`config.mk`:
```
export PLATFORM = sky130hd
export DESIGN_NAME = wcf_core
export DESIGN_NICKNAME = d
export VERILOG_FILES = /design/src/design/wcf_pkg.sv /design/src/design/wcf_crc8.sv /design/src/design/wcf_core.sv
export SDC_FILE = /design/constraint.sdc
export NUM_CORES = 1
export LEC_CHECK = 0
export BUFFER_PORTS_ARGS = -buffer_cell sky130_fd_sc_hd__buf_4
export CAP_MARGIN = 25
export CORE_ASPECT_RATIO = 0.9
export CORE_MARGIN = 2
export CORE_UTILIZATION = 51
export DETAILED_ROUTE_END_ITERATION = 12
export PLACE_DENSITY = 0.76
export RECOVER_POWER = 100
export SLEW_MARGIN = 20
export SYNTH_ARGS = -nofsm -noshare
export SYNTH_HDL_FRONTEND = slang
export SYNTH_SLANG_ARGS = --single-unit
```
`constraint.sdc`:
```
create_clock -name clk -period 3.15 [get_ports clk]
set_clock_uncertainty 0.1 [all_clocks]
set_input_delay 0.1575 -clock clk [delete_from_list [all_inputs] [get_ports clk]]
set_output_delay 0.1575 -clock clk [all_outputs]
set_load 0.01 [all_outputs]
```
`src/design/wcf_pkg.sv`:
```
// ----------------------------------------------------------------------------
// wcf_pkg
// Shared types and constants for the CRC-8 word framer and checker.
// ----------------------------------------------------------------------------
`timescale 1ns / 1ps
`default_nettype none

package wcf_pkg;

  localparam logic [7:0] CRC_POLY = 8'h31;
  localparam logic [7:0] CRC_INIT = 8'hFF;
  localparam logic [7:0] CRC_TOP  = 8'h80;

  localparam logic KIND_TX = 1'b0;
  localparam logic KIND_RX = 1'b1;

  localparam logic STATUS_OK  = 1'b0;
  localparam logic STATUS_ERR = 1'b1;

  // One result item.
  typedef struct packed {
    logic [7:0] data;
    logic       status;
    logic       last;
  } res_entry_t;

  // All results caused by one input item: a count of zero, one or two.
  typedef struct packed {
    logic [1:0] cnt;
    res_entry_t e0;
    res_entry_t e1;
  } res_pair_t;

endpackage

`default_nettype wire

```
`src/design/wcf_crc8.sv`:
```
// ----------------------------------------------------------------------------
// wcf_crc8
// CRC-8 of one 16-bit word, polynomial 0x31, initial 0xFF, MSB first.
// ----------------------------------------------------------------------------
`timescale 1ns / 1ps
`default_nettype none

module wcf_crc8 (
  input  wire logic [7:0] hi,
  input  wire logic [7:0] lo,
  output logic      [7:0] crc
);

  function automatic logic [7:0] crc_byte(input logic [7:0] c_in);
    logic [7:0] c;
    c = c_in;
    for (int b = 0; b < 8; b++) begin
      if ((c & wcf_pkg::CRC_TOP) != 8'h00) begin
        c = {c[6:0], 1'b0} ^ wcf_pkg::CRC_POLY;
      end else begin
        c = {c[6:0], 1'b0};
      end
    end
    return c;
  endfunction

  logic [7:0] mid;

  always_comb begin
    mid = crc_byte(wcf_pkg::CRC_INIT ^ hi);
    crc = crc_byte(mid ^ lo);
  end

endmodule

`default_nettype wire

```
`src/design/wcf_core.sv`:
```
// ----------------------------------------------------------------------------
// wcf_core
// Framing and checking state; turns one item into its group of results.
// ----------------------------------------------------------------------------
`timescale 1ns / 1ps
`default_nettype none

module wcf_core (
  input  wire logic             clk,
  input  wire logic             rst_n,
  input  wire logic             take,
  input  wire logic             kind,
  input  wire logic [7:0]       byte_in,
  input  wire logic             pass_through,
  input  wire logic             first,
  output wcf_pkg::res_pair_t    res
);

  logic       tx_phase_r, tx_phase_nxt;
  logic [7:0] tx_hold_r, tx_hold_nxt;
  logic [1:0] rx_phase_r, rx_phase_nxt;
  logic [7:0] rx_hold0_r, rx_hold0_nxt;
  logic [7:0] rx_hold1_r, rx_hold1_nxt;
  logic       rx_failed_r, rx_failed_nxt;

  logic       tx_ph;
  logic [1:0] rx_ph;
  logic       rx_fail;
  logic [7:0] crc_hi, crc_lo, crc;

  // One CRC unit serves both directions.
  assign crc_hi = (kind == wcf_pkg::KIND_RX) ? rx_hold0_r : tx_hold_r;
  assign crc_lo = (kind == wcf_pkg::KIND_RX) ? rx_hold1_r : byte_in;

  wcf_crc8 u_crc (
    .hi  (crc_hi),
    .lo  (crc_lo),
    .crc (crc)
  );

  always_comb begin
    tx_phase_nxt  = tx_phase_r;
    tx_hold_nxt   = tx_hold_r;
    rx_phase_nxt  = rx_phase_r;
    rx_hold0_nxt  = rx_hold0_r;
    rx_hold1_nxt  = rx_hold1_r;
    rx_failed_nxt = rx_failed_r;
    res           = '0;

    tx_ph   = first ? 1'b0 : tx_phase_r;
    rx_ph   = first ? 2'd0 : rx_phase_r;
    rx_fail = first ? 1'b0 : rx_failed_r;
    if (rx_ph == 2'd3) begin
      rx_ph = 2'd0;
    end

    if (kind == wcf_pkg::KIND_TX) begin
      tx_phase_nxt = tx_ph;
      if (pass_through) begin
        res.cnt = 2'd1;
        res.e0  = '{data: byte_in, status: wcf_pkg::STATUS_OK, last: 1'b1};
      end else if (!tx_ph) begin
        tx_hold_nxt  = byte_in;
        tx_phase_nxt = 1'b1;
        res.cnt      = 2'd1;
        res.e0       = '{data: byte_in, status: wcf_pkg::STATUS_OK, last: 1'b1};
      end else begin
        tx_phase_nxt = 1'b0;
        res.cnt      = 2'd2;
        res.e0       = '{data: byte_in, status: wcf_pkg::STATUS_OK, last: 1'b0};
        res.e1       = '{data: crc, status: wcf_pkg::STATUS_OK, last: 1'b1};
      end
    end else if (!rx_fail) begin
      // A message that already failed keeps all receive state until the next first.
      rx_failed_nxt = 1'b0;
      if (rx_ph != 2'd2) begin
        if (rx_ph[0]) begin
          rx_hold1_nxt = byte_in;
        end else begin
          rx_hold0_nxt = byte_in;
        end
        rx_phase_nxt = rx_ph + 2'd1;
      end else begin
        rx_phase_nxt = 2'd0;
        if (crc == byte_in) begin
          res.cnt = 2'd2;
          res.e0  = '{data: rx_hold0_r, status: wcf_pkg::STATUS_OK, last: 1'b0};
          res.e1  = '{data: rx_hold1_r, status: wcf_pkg::STATUS_OK, last: 1'b1};
        end else begin
          rx_failed_nxt = 1'b1;
          res.cnt       = 2'd1;
          res.e0        = '{data: 8'h00, status: wcf_pkg::STATUS_ERR, last: 1'b1};
        end
      end
    end
  end

  always_ff @(posedge clk) begin
    if (!rst_n) begin
      tx_phase_r  <= 1'b0;
      rx_phase_r  <= 2'd0;
      rx_failed_r <= 1'b0;
    end else if (take) begin
      tx_phase_r  <= tx_phase_nxt;
      rx_phase_r  <= rx_phase_nxt;
      rx_failed_r <= rx_failed_nxt;
    end
  end

  always_ff @(posedge clk) begin
    if (take) begin
      tx_hold_r  <= tx_hold_nxt;
      rx_hold0_r <= rx_hold0_nxt;
      rx_hold1_r <= rx_hold1_nxt;
    end
  end

endmodule

`default_nettype wire

```
Word-level counts from Yosys, hierarchy flattened
Cells that the tools add are included.
{"block": "word_totals", "out_inout_bits": 22, "input_bits": 14, "ff_bits": 28, "word_cells": 74}
{"block": "op_classes", "muxes": 36, "n_reduce_logical": 5, "eq_ne": 3, "n_bitwise": 23, "addsub": 1}
{"operator": "6-bit two-way mux", "n": 16}
{"operator": "22-bit two-way mux", "n": 3}
{"operator": "3-bit inverter", "n": 16}
{"operator": "12-bit two-way mux", "n": 3}
{"operator": "10-bit two-way mux", "n": 3}
{"operator": "8-bit two-way mux", "n": 2}
{"operator": "5-bit AND reduction", "n": 2}
{"operator": "8-bit == test", "n": 1}
{"operator": "8-bit inverter", "n": 1}
{"operator": "8-bit bitwise XOR", "n": 1}
{"operator": "1-bit two-way mux", "n": 6}
{"operator": "2-bit two-way mux", "n": 3}
{"operator": "1-bit inverter", "n": 5}
{"operator": "4-bit AND reduction", "n": 1}
{"operator": "3-bit AND reduction", "n": 1}
{"operator": "2-bit by 1-bit adder with 2-bit output, second input constant", "n": 1}
{"operator": "2-bit == test, second input constant", "n": 1}
{"operator": "2-bit != test, second input constant", "n": 1}
{"operator": "2-bit AND reduction", "n": 1}

Logic depth before layout (Yosys ltp)
{"block": "logic_depth", "ltp_word": 40, "ltp_mapped": 12, "depth_no_buf": 9}

Hierarchy
Synthesis repeated with hierarchy kept, for this count alone.
{"block": "unflattened", "cells_unflattened": 189, "hier_area_um2": 1933.1}
{"mod": "wcf_core", "cells_each": 155, "area_each_um2": 1544.0, "instances": 1, "seq_area_each_um2": 800.8}
{"mod": "wcf_crc8", "cells_each": 34, "area_each_um2": 389.1, "instances": 1, "seq_area_each_um2": 0.0}

Worst setup path after synthesis
Ideal clock, no wire load.
{"block": "synth_timing", "kind": "register to output", "from": "register rx_hold0_r[2]", "to": "output res[21] in the netlist's numbering", "stages_incl_launch_ff": 11, "n_path_buf": 2, "arrival_ps": 2941, "t_required_ps": 2892, "slack_ps": -48, "cell_sequence": "edfxtp_1 xor3_2 xor2_1 a21oi_1 xnor3_1 xnor2_1 o2111ai_1 nor4b_2 buf_6 a22o_1 buf_4"}
{"element": "from (decl)", "line_no": "wcf_core.sv:22", "source": "logic [7:0] rx_hold0_r, rx_hold0_nxt;"}
{"element": "from (signal assigned)", "line_no": "wcf_core.sv:113", "source": "rx_hold0_r <= rx_hold0_nxt;"}
{"element": "to (decl)", "line_no": "wcf_core.sv:16", "source": "output wcf_pkg::res_pair_t res"}

==> flow_metrics.py <==
metrics = {
    "worst_setup_path": {
        "rr_worst_depth": 13,
        "slowest_delay_ns": 0.48,
        "critPathMostFrequentCell": "buf_4",
        "cp_max_fo": 6,
        "cp-end-kind": "output pin",
        "path_buf_inv": 4,
        "regToRegSetupSlack_ns": 0.04,
        "slowest_stage": "edfxtp_1",
        "critPathRequiredTime_ns": 2.89,
        "path_class": "reg2out",
        "crit_path_start_kind": "register",
        "startpoint": "rx_hold0_r[7]",
        "path_cells": "buf_4, xnor3_2, xnor2_4, xor2_1, mux2i_2, xnor2_2, xnor2_2, o2111ai_1, nor4b_2, buf_4, buf_6, a32o_2, buf_4",
        "arrival_ns": 3.31,
        "worstReg2RegStart": "rx_hold0_r[7]",
        "cp.depth": 13,
        "timing.rr.end": "rx_failed_r",
        "crit_family": "XOR/XNOR gates",
        "cp-endpoint": "res[5]",
    },
    "sta": {
        "tightest_slew_ns": 0.6873,
        "drv_slew": 0,
        "grt_setup_unrepaired": "yes",
        "maxSlewHeadroom_pct": 54.18,
        "setup_slack_ns": -0.4172,
        "fmax_mhz": 280.3,
        "tns_ns": -8.282,
        "finalHoldViolCount": 0,
        "setup_viol": 21,
        "min_period_ns": 3.567,
        "period_share_pct": 113.2,
    },
    "clock_network": {
        "clk_pin_slew_ns": 0.10,
        "clock_latency_ns": 0.28,
        "cts_root_buffer": "clkbuf_8",
        "hold_buffers": 0,
        "tritoncts": "done",
        "numCtsBuffers": 3,
        "htreeDepth": 1,
        "clock_sinks": 28,
        "clockBufferDepth": 2,
    },
    "outcome": {
        "violations": "negative setup slack",
        "status": "finished, violations left",
    },
    "floorplan": {
        "dieWidth_um": 73.82,
        "io_pins": 36,
        "start_util_pct": 53.82,
        "dieHeight_um": 66.83,
        "core_area_mm2": 0.004156,
        "fp-row-count": 22,
        "die_area_mm2": 0.004933,
    },
    "routing": {
        "firstDrtPassIters": 4,
        "ant_nets": 0,
        "wire_per_inst_um": 18.82,
        "via_per_inst": 5.631,
        "via_count": 1768,
        "routed_wl_um": 5909,
        "drc": 0,
        "first_iter_violations": 99,
    },
    "synth": {
        "yosysMostFrequentCell": "edfxtp_1",
        "syn-mean-instance-area_um2": 12.16,
        "ys.flop_type": "edfxtp_1",
        "syn-cell-area_mm2": 0.002237,
        "synthArstFlopShare_pct": 0,
        "synth_top_area_share_pct": 32.21,
        "synth_warnings": 0,
        "syn_nets": 203,
        "syn_inst": 184,
        "synth_edf_count": 24,
        "ys_types": 45,
        "synth_area_leaders": "edfxtp_1 32%, xnor2_1 9.0%, xor2_1 6.7%",
        "yosys.area.top_type": "edfxtp_1",
        "seq_area_frac_synth_pct": 35.79,
        "ys_ff_latch": 28,
        "synth_commonest_cells": "24 x edfxtp_1, 23 x xnor2_1, 17 x xor2_1",
    },
    "final_layout": {
        "fin_util_pct": 72.70,
        "layoutNonFillerInstCount": 314,
        "area_growth_pct": 35.07,
        "antennaDiodeCount": 0,
        "final_layout_size_suffix_gt1_share_pct": 44.09,
        "final_nets": 274,
    },
    "placement": {
        "place_inst": 291,
        "hpwl_um": 4071,
        "finalWeightedCongestion": 0.8683,
        "io_buffers": 34,
    },
    "pwr": {
        "powerDensity_mw_per_mm2": 445.5,
        "ir_drop_mv": 0.3258,
        "p_total_uw": 1346,
        "p_leak_uw": 0.001301,
    },
    "global_route": {
        "grtUsageTotal_pct": 24.12,
        "grt_pass1_wl_um": 8666,
        "antenna_found_initial": 0,
        "grt_pass1_vias": 1716,
        "grt.overflow.total": 0,
        "grt_max_degree": 18,
    },
    "job": {
        "drv_cap": 0,
    },
    "worst_hold_path": {
        "min_from": "rst_n",
        "hold_class": "in2reg",
    },
}
==> flip-flops by register name, indices dropped and copies added, names as in the netlist <==
signal and cells:
rx_phase_r 2, rx_hold1_r 8, rx_failed_r 1, rx_hold0_r 8
tx_phase_r 1, tx_hold_r 8
==> cells in the final DEF, fill, tap and decap left out, types with 4 or more instances in the layout <==
cell type,count
ha_1,5
nand3_1,4
dfxtp_1,4
xnor2_1,18
xnor3_2,4
buf_6,7
nor2_1,10
xor2_1,13
xnor2_2,9
inv_1,5
clkbuf_1,9
mux2i_1,7
edfxtp_1,24
a32o_1,10
nand2_1,5
buf_4,62
nand2b_1,4
==> logic make-up after synthesis <==
kind of cell,after synthesis,synth area share (%)
fa+ha+maj,5,2.796
xor+xnor,56,31.43
simple gates,35,7.942
other cells,1,0.1676
flops,28,35.79
buf+inv,18,5.090
compound gates,31,11.41
mux,10,5.369
==> final cells by class <==
cell class	instances	area, um2
Clock buffer	3	41.29
Clock inverter	1	30.03
Fill cell	279	1135
Inverter	6	27.53
Multi-Input combinational cell	138	1469
Sequential cell	28	800.8
Tap cell	60	75.07
Timing Repair Buffer	78	578.1
==> how the worst min path moves through the flow <==
stage,cells past startpoint,end
2_1_floorplan,0,rx_hold0_r[0]
6_report,2,rx_phase_r[1]
3_5_place_dp,1,rx_hold0_r[0]
5_1_grt,2,tx_phase_r
3_3_place_gp,2,rx_phase_r[1]
4_1_cts,1,rx_hold0_r[0]
==> metal layers <==
metal / GRT usage (%) / wire length [um] / vias to the layer above
met5: 0 / 0 / -
met4: 11.36 / 230 / 0
met3: 2.874 / 402 / 20
met2: 40.29 / 2940 / 71
met1: 31.01 / 2336 / 879
li1: - / - / 798
==> worst register-to-register path: stages, from the launching register on <==
cell       delay [ns]
edfxtp_1         0.48
buf_4            0.18
xnor3_2          0.29
xnor2_4          0.19
xor2_1           0.18
mux2i_2          0.11
xnor2_2          0.31
xnor2_2          0.19
o2111ai_1        0.18
nor4b_2          0.29
buf_4            0.19
buf_6            0.13
buf_6            0.11
o31ai_1          0.07
==> through the flow <==
stage | cell area (um2) | worst slack (ns) | hold WS [ns]
global placement | 2673 | -0.03786 | 0.3120
global route | 3022 | -0.6547 | 0.03249
finish | 3022 | -0.4172 | 0.02878
detailed placement | 2673 | -0.1956 | 0.3192
CTS | 2860 | -0.3731 | 0.02324
floorplan | 2241 | 0.003424 | 0.1564
==> power by group <==
group          internal (uW)  total, uW  switching [uW]
Clock                    170        286             116
Sequential               415        423            8.28
Combinational            348        637             289
Total                    933       1350             413
==> repair_timing <==
action	CTS	global route
endpoints found under the setup margin	22	22
pin swaps	16	17
endpoints found under the hold margin	0	0
resized for setup	16	21
cloned	1	0
setup buffers	7	11
Power figures use the tool's default switching activity.
